==> src/swcc_pkg.sv <==
// Shared constants and types for the sliding window convergence check.
// No dependencies.
package swcc_pkg;

  localparam int WINDOW    = 5;
  localparam int DIMENSIONS = 3;
  localparam int COMP_W    = 24;
  localparam int LIMIT_W   = 32;
  localparam int SLOT_W    = (WINDOW > 1) ? $clog2(WINDOW) : 1;
  localparam int CNT_W     = $clog2(WINDOW + 1);
  localparam int VEC_W     = DIMENSIONS * COMP_W;
  localparam int DIFF_W    = COMP_W + 1;
  localparam int SQ_W      = 2 * DIFF_W;
  localparam int SUM_W     = SQ_W + 2;

  typedef logic [VEC_W-1:0]   vec_t;
  typedef logic [SLOT_W-1:0]  slot_t;
  typedef logic [LIMIT_W-1:0] limit_t;

  typedef struct packed {
    logic valid;
    logic last;
  } swcc_pair_t;

  typedef struct packed {
    logic valid;
    logic last;
    logic fits;
  } swcc_verdict_t;

endpackage

==> src/swcc_dist.sv <==
// Pair distance pipeline: difference, square, sum and limit compare.
// Depends on swcc_pkg; fed by the registered read ports of swcc_ram.
module swcc_dist
  import swcc_pkg::*;
(
  input  logic          clk,
  input  logic          rst_n,
  input  swcc_pair_t    pair_i,
  input  vec_t          rd_a,
  input  vec_t          rd_b,
  input  limit_t        limit,
  output swcc_verdict_t verdict
);

  swcc_pair_t p1_r, p2_r, p3_r;
  swcc_verdict_t verdict_r;
  logic signed [DIFF_W-1:0] diff_r [DIMENSIONS];
  logic signed [SQ_W-1:0]   prod   [DIMENSIONS];
  logic [SQ_W-1:0]          sq_r   [DIMENSIONS];
  logic [SUM_W-1:0]         sum;

  always_ff @(posedge clk) begin
    if (!rst_n) begin
      p1_r      <= '0;
      p2_r      <= '0;
      p3_r      <= '0;
      verdict_r <= '0;
    end else begin
      p1_r           <= pair_i;
      p2_r           <= p1_r;
      p3_r           <= p2_r;
      verdict_r.valid <= p3_r.valid;
      verdict_r.last  <= p3_r.last;
      verdict_r.fits  <= (sum <= SUM_W'(limit));
    end
  end

  always_comb begin
    for (int k = 0; k < DIMENSIONS; k++) begin
      prod[k] = diff_r[k] * diff_r[k];
    end
  end

  always_ff @(posedge clk) begin
    for (int k = 0; k < DIMENSIONS; k++) begin
      diff_r[k] <= {rd_a[k*COMP_W+COMP_W-1], rd_a[k*COMP_W +: COMP_W]}
                 - {rd_b[k*COMP_W+COMP_W-1], rd_b[k*COMP_W +: COMP_W]};
      sq_r[k]   <= $unsigned(prod[k]);
    end
  end

  always_comb begin
    sum = '0;
    for (int k = 0; k < DIMENSIONS; k++) begin
      sum = sum + SUM_W'(sq_r[k]);
    end
  end

  assign verdict = verdict_r;

endmodule

==> config.mk <==
export PLATFORM = sky130hd
export DESIGN_NAME = swcc_dist
export DESIGN_NICKNAME = d
export VERILOG_FILES = /design/src/swcc_pkg.sv /design/src/swcc_dist.sv
export SDC_FILE = /design/constraint.sdc
export NUM_CORES = 2
export LEC_CHECK = 0
export BUFFER_PORTS_ARGS = -buffer_cell sky130_fd_sc_hd__clkbuf_2
export CAP_MARGIN = 20
export CORE_MARGIN = 2
export CORE_UTILIZATION = 35
export DETAILED_ROUTE_END_ITERATION = 8
export GPL_TIMING_DRIVEN = 1
export PLACE_DENSITY = 0.53
export SETUP_SLACK_MARGIN = 0.4
export SYNTH_ARGS = -nofsm -noshare
export SYNTH_HDL_FRONTEND = slang
export SYNTH_SLANG_ARGS = --single-unit
==> constraint.sdc <==
create_clock -name clk -period 15 [get_ports clk]
set_input_delay 2.25 -clock clk [delete_from_list [all_inputs] [get_ports clk]]
set_output_delay 2.25 -clock clk [all_outputs]
set_load 0.01 [all_outputs]
==> impl_metrics.yaml <==
outcome:
  status: "complete, no violations"
layout:
  final_common_cell: "inv_1"
  layout_common_cells: "inv_1 (2271), fa_1 (1873), nand2_1 (640)"
  fin_nets: 10552
  syn_to_final_growth_pct: 7.280
  multi_input_area_mm2: 0.06020
  drive_gt1_frac: 0.04627
  n_fill_cell: 21120
  seq_area_mm2: 0.004626
global_route:
  grt_pass1_wl_um: 309500
  grt_max_degree: 50
  grt_use_total: 0.1821
  first_global_vias: 56480
  antenna_found_initial: 8
  grt-ovfl-total: 0
flow_run:
  cap_violations: 0
cts:
  cts-root-buf: "clkbuf_16"
  post-cts-setup-buffers: 0
  htree_levels: 2
  cts.sinks: 231
  cts.clk_slew.worst_paths_ns: 0.06
  clockBufferDepth: 3
  numCtsBuffers: 34
  ctsResizeCount: 0
  clk_latency_ns: 0.64
  cts_tree: "built"
  ctsHoldBuffers: 0
routing:
  via_per_inst: 4.663
  wl_per_cell_um: 17.53
  ant_nets: 0
  drt_iter0_markers: 2380
  vias: 49975
  drt_pre_antenna_iters: 7
  wl_um: 187900
  drc: 0
sta:
  finalSetupViolations: 0
  hold_ws_ns: 0.4285
  drv_slew: 0
  tns_ns: 0
  skew_ns: 0.03577
  worst_slack_ns: 6.702
  min_period_ns: 8.298
  relSlewSlack: 0.2500
  worst_pin_slew_ns: 1.115
  period_share: 0.5532
  hold_viol_final: 0
  fmax_mhz: 120.5
  rsz0062_at_grt: "false"
hold_path:
  min_path_type: "register to register"
  hold_path_end: "verdict[2]"
  holdPathStages: 1
  hp-start: "p3_r[1]"
critical_path:
  path_max_fanout: 24
  critPathLaunchType: "register"
  cp.arrival_ns: 8.80
  r2r-end: "sq_r[0][49]"
  worstPathRequired_ns: 15.51
  r2r_cells: 29
  regToRegStartpoint: "diff_r[0][3]"
  max_stage_delay_ns: 0.57
  end_kind: "register"
  r2r_slack_ns: 6.70
  cpMaxStageDelayCell: "fa_1"
  crit_type: "register to register"
placed_design:
  dp_slack_ns: 6.520
  dpl.hpwl_um: 159400
  place.gp.congestion: 0.9019
  numPortBuffers: 182
die:
  die_w_um: 464.0
  num_io_pins: 183
  dieArea_mm2: 0.2153
  coreArea_mm2: 0.2100
  die_h_um: 464.0
  start_util: 0.3527
  rows: 168
logic_synthesis:
  postSynthAreaPerCell_um2: 9.515
  ys_types: 83
  synthFlopType: "dfxtp_1"
  synthCells: 7785
  synth_warnings: 0
  async_reset_ff_frac: 0
  ys_seq_elements: 231
  syn_area_mm2: 0.07407
  synth_edf_count: 0
  synth_seq_area_share: 0.06243
[worst max-delay path: cells and delay by family (launching register included)]
kind / cells / cell delay [ns]
simple gates: 4 / 1.01
fa+ha+maj: 8 / 3.99
flops: 1 / 0.30
buf+inv: 8 / 0.72
xor+xnor: 1 / 0.11
compound gates: 8 / 2.03
[through the flow]
stage | utilization | cell area, um^2 | std cells
floorplan | - | 74070 | 7786
global placement | 0.3730 | 78330 | 10654
detailed placement | 0.3730 | 78330 | 10654
CTS | 0.3783 | 79430 | 10714
global route | 0.3784 | 79460 | 10716
finish | 0.3784 | 79460 | 10717
[kinds of logic (layout without fill, tap and decap cells)]
kind of cell,after synthesis,count (layout),synth area share
fa+ha+maj,2486,2486,0.6098
mux,12,12,0.001672
xor+xnor,284,284,0.03358
other cells,2,5,0.0001014
flops,231,231,0.06243
compound gates,718,718,0.06313
simple gates,1587,1587,0.1044
buf+inv,2465,2589,0.1249
[how the worst max path moves through the flow]
stage | from | to | slack [ns] | cells after the start
floorplan | diff_r[0][15] | sq_r[0][49] | 7.49 | 30
global placement | diff_r[0][22] | sq_r[0][48] | 6.64 | 27
detailed placement | diff_r[0][22] | sq_r[0][48] | 6.52 | 27
CTS | diff_r[0][22] | sq_r[0][48] | 6.49 | 27
global route | diff_r[0][3] | sq_r[0][49] | 6.26 | 29
finish | diff_r[0][3] | sq_r[0][49] | 6.70 | 29
[final cells by class]
| class | instances | share of cell area |
|---|---|---|
| Sequential cell | 231 | 0.05821 |
| Inverter | 2271 | 0.1073 |
| Clock inverter | 18 | 0.002535 |
| Tap cell | 2805 | 0.04417 |
| Clock buffer | 42 | 0.01134 |
| Multi-Input combinational cell | 5090 | 0.7575 |
| Timing Repair Buffer | 258 | 0.01889 |
| Antenna cell | 2 | 0.00006298 |
[cell usage after synthesis (10+ instances only)]
cell type  instances  area share
nand4_1           32      0.0027
a211oi_1          18      0.0018
inv_1           2271        0.12
nor3_1            37      0.0025
o21ai_0          125      0.0084
fa_1            1873        0.51
a21oi_1          227       0.015
or3_1             16      0.0014
or2_2             15      0.0013
o21bai_1          29      0.0029
xnor2_1          206       0.024
a21boi_0          10      0.0010
and3_1            24      0.0020
clkbuf_1         192      0.0097
a21o_1           117       0.012
nand2b_1          50      0.0042
xor2_1            78      0.0092
dfxtp_1          231       0.062
a31o_2            10      0.0012
o211ai_1          21      0.0021
nor2_1           218       0.011
nand2_1          640       0.032
and2_1           371       0.031
nand3_1           62      0.0042
o21a_1            33      0.0033
ha_1             613        0.10
a31oi_1           21      0.0018
nor2b_1           86      0.0073
[state kept, by name (all words and copies together), names as in the netlist]
signal / flops
sq_r: 147
p1_r: 2
verdict: 3
p3_r: 2
p2_r: 2
diff_r: 75
[metal layers]
| layer | track usage | part of all wire |
|---|---|---|
| met3 | 0.01892 | 0.041 |
| met1 | 0.2412 | 0.43 |
| met4 | 0.05113 | 0.032 |
| met2 | 0.3147 | 0.49 |
| met5 | 0 | 0 |
Power is not shown: default switching activity piles up to over one toggle a cycle in this logic, so the estimate is an artifact.
