`src/swcc_ram.sv`:
```
// Generic synchronous RAM: one write port, two registered read ports.
// No dependencies.
module swcc_ram #(
  parameter int DEPTH = 5,
  parameter int WIDTH = 72,
  parameter int AW    = 3
) (
  input  logic             clk,
  input  logic             we,
  input  logic [AW-1:0]    waddr,
  input  logic [WIDTH-1:0] wdata,
  input  logic [AW-1:0]    raddr_a,
  input  logic [AW-1:0]    raddr_b,
  output logic [WIDTH-1:0] rdata_a,
  output logic [WIDTH-1:0] rdata_b
);

  logic [WIDTH-1:0] mem [DEPTH];

  always_ff @(posedge clk) begin
    if (we) begin
      mem[waddr] <= wdata;
    end
    rdata_a <= mem[raddr_a];
    rdata_b <= mem[raddr_b];
  end

endmodule

```
`config.mk`:
```
export PLATFORM = sky130hd
export DESIGN_NAME = swcc_ram
export DESIGN_NICKNAME = d
export VERILOG_FILES = /design/src/swcc_ram.sv
export SDC_FILE = /design/constraint.sdc
export NUM_CORES = 1
export LEC_CHECK = 0
export BUFFER_PORTS_ARGS = -buffer_cell sky130_fd_sc_hd__buf_2
export CAP_MARGIN = 10
export CORE_MARGIN = 4
export CORE_UTILIZATION = 55
export CTS_CLUSTER_SIZE = 12
export DETAILED_ROUTE_END_ITERATION = 10
export PLACE_DENSITY = 0.76
export SLEW_MARGIN = 20
export SYNTH_ARGS = -nofsm -noshare
export SYNTH_HDL_FRONTEND = slang
export SYNTH_SLANG_ARGS = --single-unit
export TNS_END_PERCENT = 10
```
`constraint.sdc`:
```
create_clock -name clk -period 12.4 [get_ports clk]
set_input_delay 1.86 -clock clk [delete_from_list [all_inputs] [get_ports clk]]
set_output_delay 1.86 -clock clk [all_outputs]
set_load 0.005 [all_outputs]
```
==> Flow_metrics.wiki, run 1 <==
{| class="wikitable"
! Metric !! Value
|-
| Outcome || complete, no violations
|-
| Count of pins on the block boundary || between 200 and 250
|-
| Area taken by multi-input logic gates || between 0.005 and 0.006 mm^2
|-
| Quantity of I/O buffers inserted on ports || ~230
|-
| Via count of the routed design || 11600
|-
| Worst min-delay path startpoint || mem[4][71]
|-
| Startpoint-to-endpoint class of the critical path || input port to flop
|-
| GR met3 Demand/Resource || around 4.0%
|-
| Total Negative Setup Slacks || 0 ps
|-
| Number of filler instances in the final layout || roughly 2600
|-
| Critical path endpoint category || flop
|-
| Maximum number of pins on one net before global-route repair || 137
|-
| Worst slew margin relative to its limit || between 20% and 30%
|-
| Routability congestion estimate from global placement || 0.748
|-
| Row Count || 70
|-
| Worst r2r path cells || 3
|-
| DRT iter0 DRCs || 670
|-
| Area growth from synthesis to layout || 14.0%
|-
| Number of buffers created by CTS || a little over 50
|-
| Fin crit share || between 30 and 40%
|-
| TritonCTS clock tree || yes
|-
| Deepest level of the CTS H-tree || 2
|-
| Leading cell type in the layout, fill and taps excluded || sky130_fd_sc_hd__edfxtp_1
|-
| Number of nets in the final layout || 1542
|-
| Initial antenna violation count || 8
|-
| Mapped Cells || around 1300
|-
| Number of buffers inserted for hold repair after clock tree synthesis || 0
|-
| Global-route wire length before repair || 66900 um
|-
| Die area || about 0.04 mm^2
|-
| Power density over cell area || around 160 mW/mm^2
|-
| Clock root buffer || sky130_fd_sc_hd__clkbuf_16
|-
| IR Drop Worst-Case VDD || 0.144 mV
|-
| RSZ-0062 raised after global routing || false
|-
| Total of max-cap violations || 0
|-
| Total gr overflow || 0
|-
| Share of final-layout standard cells stronger than drive strength 1 || a little under a third
|-
| Post-CTS Setup Inserts || 0
|-
| Maximum fanout encountered on the critical timing path || ~140
|-
| Number of warnings issued by yosys || 0
|-
| R2R Path End || rdata_a[36]
|-
| Cell depth of the worst hold path || 2
|-
| Gr usage total || 22.0%
|-
| Worst min path class || flop to flop
|-
| Launch point of the worst reg-to-reg path || mem[2][36]
|-
| Data required time at the worst endpoint || between 10000 and 15000 ps
|-
| Wire length after detailed routing || 45000 um
|-
| Remaining routing DRC violations || 0
|-
| Clock Sinks || 504
|-
| Number of gates resized after cts || 0
|-
| Setup clock skew after layout || about 11 ps
|-
| Post-detail-place hpwl || around 25000 um
|-
| Count of state elements after synthesis || 504
|-
| Die Wd || roughly 200 um
|-
| Top library cells by usage in the layout, fill and taps aside || sky130_fd_sc_hd__edfxtp_1 (360), sky130_fd_sc_hd__buf_2 (222), sky130_fd_sc_hd__nor2b_1 (145)
|-
| Iteration count of the initial detailed-routing pass || 5
|-
| Max Slew Vio Count || 0
|-
| Post-DR wirelength/cell || between 20 and 25 um
|-
| Ratio of routed vias to standard cells || slightly below 6
|-
| Actual slew at the worst max-slew pin || ~1100 ps
|-
| Via count of the first global-routing pass || roughly 12000
|-
| Maximum operating frequency || between 0.2 and 0.3 GHz
|-
| Launching element type of the critical path || input port
|-
| M2 GR Usage || a little under two fifths
|-
| Endpoints failing setup || 0
|-
| Post-Synthesis Net Count || 1341
|-
| Part of the Yosys area used for sequential elements || 67.5%
|-
| Final worst path period need || around 3800 ps
|-
| Max clock buf depth || 3
|-
| Clock-pin slew of the registers on the worst-case setup and hold paths || approximately 60 ps
|-
| Leakage dissipation || between 8 and 9 nW
|-
| Core occupancy in the finished layout || 63.3%
|-
| Hold-critical path endpoint || rdata_a[71]
|-
| Data arrival time of the critical path || around 4200 ps
|-
| Sequential cell area in the final layout || 0.0137 mm^2
|-
| Average instance area after synthesis || 16.1 um^2
|-
| Combined area of all synthesized cells || 0.0203 mm^2
|-
| Post-route ant nets || 0
|-
| Worst hold slack across all endpoints || ~560 ps
|-
| Area of the core region || around 0.037 mm^2
|-
| Most Crowded Layer GR || met2
|-
| Unique cell type count in the Yosys netlist || 24
|-
| Number of failing hold endpoints at the final stage || 0
|-
| Initial Util || 55.5%
|-
| Global-route met1 utilization || about 28%
|-
| R2R Setup Slk || 11290 ps
|-
| Clock latency of the later-clocked register in the worst-skew pair || between 500 and 600 ps
|-
| Die height || about 200 um
|}
[power breakdown]
group / switching [mW] / internal, mW
sequential: 0.0322 / 1.89
combinational: 0.164 / 0.112
clock: 0.598 / 0.858
total: 0.795 / 2.86
[critical path: stages]
cell	delay, ps
sky130_fd_sc_hd__clkbuf_8	780
sky130_fd_sc_hd__buf_4	950
sky130_fd_sc_hd__mux2i_1	240
sky130_fd_sc_hd__a221oi_2	310
[sequential cells by signal, summed over array words and instances (netlist names)]
signal	count
mem	360
rdata_a	72
rdata_b	72
[cell type report]
type                       count  share of cell area [%]
clock buffer                  90                    6.86
timing repair buffer         242                    5.60
tap                          468                    2.53
sequential                   504                    59.2
inverter                      72                    1.17
clock inverter                 3                  0.0812
multi-input combinational    588                    24.5
antenna                        3                  0.0325
[cell families after synthesis]
kind of cell           synth area share (%)
flip-flops                             67.5
AO/OA/AOI/OAI                          15.8
buffers and inverters                  4.81
AND/OR/NAND/NOR                        4.81
multiplexers                           7.11
[routing by layer]
layer / share of wire, % / wire length [um] / vias to the layer above
met2: 50 / 22700 / 321
met5: 0.13 / 57 / -
met1: 41 / 18400 / 5809
li1: - / - / 5332
met3: 5.6 / 2510 / 101
met4: 3.0 / 1340 / 10
[per-stage QoR]
stage	total power, mW	std cells	cell area (um^2)	worst slack (ps)
6_report	3.65	1970	23100	8640
3_5_place_dp	2.23	1873	21500	8080
2_1_floorplan	2.12	1258	20300	4460
3_3_place_gp	2.22	1873	21500	8090
5_1_grt	3.78	1969	23100	8410
4_1_cts	3.68	1966	23100	8700
[synthesized netlist by cell type (all sizes together)]
| master | count | area share [%] |
|---|---|---|
| a211oi | 144 | 5.3 |
| a221oi | 144 | 10 |
| and3 | 1 | 0.031 |
| and3b | 1 | 0.043 |
| buf | 71 | 3.0 |
| clkbuf | 23 | 0.43 |
| dfxtp | 144 | 14 |
| edfxtp | 360 | 53 |
| inv | 72 | 1.3 |
| mux2i | 144 | 7.1 |
| nand2 | 2 | 0.037 |
| nand2b | 2 | 0.062 |
| nor2 | 3 | 0.10 |
| nor2b | 145 | 4.5 |
| nor3 | 1 | 0.025 |
| nor3b | 1 | 0.037 |
[worst max-delay path by stage]
stage,startpoint,to,cells past startpoint
final,raddr_a[0],rdata_a[12],4
after detailed placement,raddr_a[0],rdata_a[36],5
after floorplan,we,mem[0][0],2
after global routing,raddr_a[0],rdata_a[36],5
after global placement,raddr_b[2],rdata_b[1],4
after CTS,raddr_a[0],rdata_a[36],5
No activity file was read; power rests on OpenSTA's default activity.
==> run 2: changes to the inputs <==
- CORE_UTILIZATION: 55 -> 53
- clock period: 12.4 -> 3.4 ns (I/O delays scaled with it)
==> run 2 against run 1 <==
Net effect:
- die area increased by 3.6%
- cell area increased by 1.3%
- sequential share of layout area decreased by 0.73 points
- largest power group unchanged
==> Flow_metrics.wiki, run 2 (synthesis gave the netlist of run 1 again) <==
{| class="wikitable"
! Metric !! Value
|-
| Quantity of I/O buffers inserted on ports || about 230
|-
| Standard cell area after detailed placement || roughly 0.022 mm^2
|-
| Top library cells by usage in the layout, fill and taps aside || sky130_fd_sc_hd__edfxtp_1 (360), sky130_fd_sc_hd__buf_2 (222), sky130_fd_sc_hd__nor2b_1 (145)
|-
| Routability congestion estimate from global placement || 0.748
|-
| Via count of the routed design || 11600
|-
| Launch point of the worst reg-to-reg path || mem[2][62]
|-
| Critical Path, Cell by Cell || buf_2
|-
| Die height || just over 200 um
|-
| R2R Path End || rdata_a[62]
|-
| Via count of the first global-routing pass || between 10000 and 15000
|-
| Post-CTS Setup Inserts || 0
|-
| Remaining routing DRC violations || 0
|-
| RSZ-0062 raised after global routing || false
|-
| Critical path endpoint category || output pin
|-
| Maximum fanout encountered on the critical timing path || 1
|-
| Worst slew margin relative to its limit || between 20% and 30%
|-
| Outcome || complete, no violations
|-
| Largest delay share family, worst path || flip-flops
|-
| Maximum number of pins on one net before global-route repair || 81
|-
| Post-layout power || 13.3 mW
|-
| Final worst path period need || roughly 1600 ps
|-
| Worst r2r path cells || 3
|-
| Initial Util || between 50% and 60%
|-
| Hold-critical path endpoint || mem[4][0]
|-
| Clock root buffer || sky130_fd_sc_hd__clkbuf_16
|-
| Deepest level of the CTS H-tree || 2
|-
| Die area || just over 0.04 mm^2
|-
| Cell depth of the worst hold path || 1
|-
| Area of the core region || around 0.038 mm^2
|-
| Cell at the slowest stage of the critical path || sky130_fd_sc_hd__dfxtp_1
|-
| Number of filler instances in the final layout || ~2800
|-
| Data arrival time of the critical path || around 1100 ps
|-
| Number of buffers inserted for hold repair after clock tree synthesis || 0
|-
| Worst min path class || input port to flop
|-
| Clock Sinks || between 500 and 600
|-
| Startpoint-to-endpoint class of the critical path || flop to output pin
|-
| Worst min-delay path startpoint || wdata[0]
|-
| Launching element type of the critical path || flop
|-
| TritonCTS clock tree || yes
|-
| Initial antenna violation count || 10
|-
| Setup clock skew after layout || between 10 and 15 ps
|-
| Actual slew at the worst max-slew pin || approximately 1100 ps
|-
| Top flop regs || mem (360), rdata_a (72), rdata_b (72)
|-
| IR Drop Worst-Case VDD || 0.457 mV
|-
| Ratio of routed vias to standard cells || ~5.7
|-
| Number of failing hold endpoints at the final stage || 0
|-
| Number of nets in the final layout || around 1600
|-
| Leakage dissipation || 8.43 nW
|-
| Maximum operating frequency || around 0.6 GHz
|-
| Worst Path Buf+Inv || 1
|-
| Power density over cell area || 569 mW/mm^2
|-
| Area taken by multi-input logic gates || between 0.005 and 0.006 mm^2
|-
| Iteration count of the initial detailed-routing pass || 5
|-
| Global-route wire length before repair || ~69000 um
|-
| Share of final-layout standard cells stronger than drive strength 1 || a little under a third
|-
| Fin crit share || about half
|-
| Post-DR wirelength/cell || ~22 um
|-
| Data required time at the worst endpoint || 2890 ps
|-
| Total of max-cap violations || 0
|-
| Die Wd || between 200 and 250 um
|-
| Clock-pin slew of the registers on the worst-case setup and hold paths || about 60 ps
|-
| Number of buffers created by CTS || approximately 50
|-
| Total gr overflow || 0
|-
| Count of pins on the block boundary || 227
|-
| Register name with the most flops || mem
|-
| Post-route cell area || about 0.023 mm^2
|-
| Area growth from synthesis to layout || 15.4%
|-
| Clock latency of the later-clocked register in the worst-skew pair || 580 ps
|-
| Max clock buf depth || 3
|-
| R2R Setup Slk || 2380 ps
|-
| Max Slew Vio Count || 0
|-
| Number of gates resized after cts || 0
|-
| Endpoints failing setup || 0
|-
| Post-route ant nets || 0
|-
| Leading cell type in the layout, fill and taps excluded || sky130_fd_sc_hd__edfxtp_1
|-
| Wire length after detailed routing || roughly 45000 um
|-
| Flip-flop count of the largest register after layout || 360
|-
| Post-detail-place hpwl || approximately 25000 um
|-
| Largest stage delay on the critical path || around 400 ps
|-
| Sequential cell area in the final layout || approximately 0.014 mm^2
|-
| DRT iter0 DRCs || between 600 and 700
|-
| Gr usage total || between 20% and 30%
|-
| Row Count || 71
|}
[run 2: cell types whose count changed in the layout (fill, tap and decap cells not counted), moves of 2 or more]
cell / previous run / this run
sky130_fd_sc_hd__clkinv_2: 2 / 4
sky130_fd_sc_hd__buf_4: 17 / 13
sky130_fd_sc_hd__buf_12: 0 / 13
sky130_fd_sc_hd__clkbuf_1: 25 / 27
sky130_fd_sc_hd__clkbuf_8: 14 / 10
[run 2: metrics by stage]
stage	hold WS, ps	setup TNS, ps	util (%)	worst slack, ps	cells
floorplan	527	-29180	-	-405	1258
global placement	552	0	57.7	1230	1925
detailed placement	558	0	57.7	1170	1925
CTS	115	0	61.9	1740	2021
global route	133	0	62.0	1680	2024
finish	146	0	62.0	1760	2026
[run 2: worst max path at each step]
stage | from | to | slack (ps) | cells past startpoint
finish | rdata_b[56] | rdata_b[56] | 1760 | 1
detailed placement | we | mem[1][18] | 1170 | 4
CTS | rdata_a[0] | rdata_a[0] | 1740 | 1
floorplan | waddr[0] | mem[4][0] | -410 | 1
global route | we | mem[1][12] | 1680 | 4
global placement | waddr[2] | mem[1][18] | 1230 | 4
[run 2: final cells by class]
cell class,count,share of cell area [%]
Sequential cell,504,58.5
Multi-Input combinational cell,588,24.2
Clock buffer,88,6.57
Timing Repair Buffer,251,6.51
Tap cell,511,2.73
Inverter,72,1.15
Clock inverter,8,0.241
Antenna cell,4,0.0428
[run 2: power by group]
part / switching, mW / internal [mW] / leakage, nW
Sequential: 0.115 / 6.88 / 4.48
Combinational: 0.610 / 0.429 / 3.18
Clock: 2.22 / 3.06 / 0.771
Total: 2.94 / 10.4 / 8.43
[run 2: routing by layer]
layer  global-route usage [%]  vias up  part of all wire (%)
met3                     4.48       93                   6.3
met4                     7.61       10                   2.4
li1                         -     5364                     -
met5                        0        -                  0.14
met2                     35.9      356                    49
met1                     28.0     5812                    42
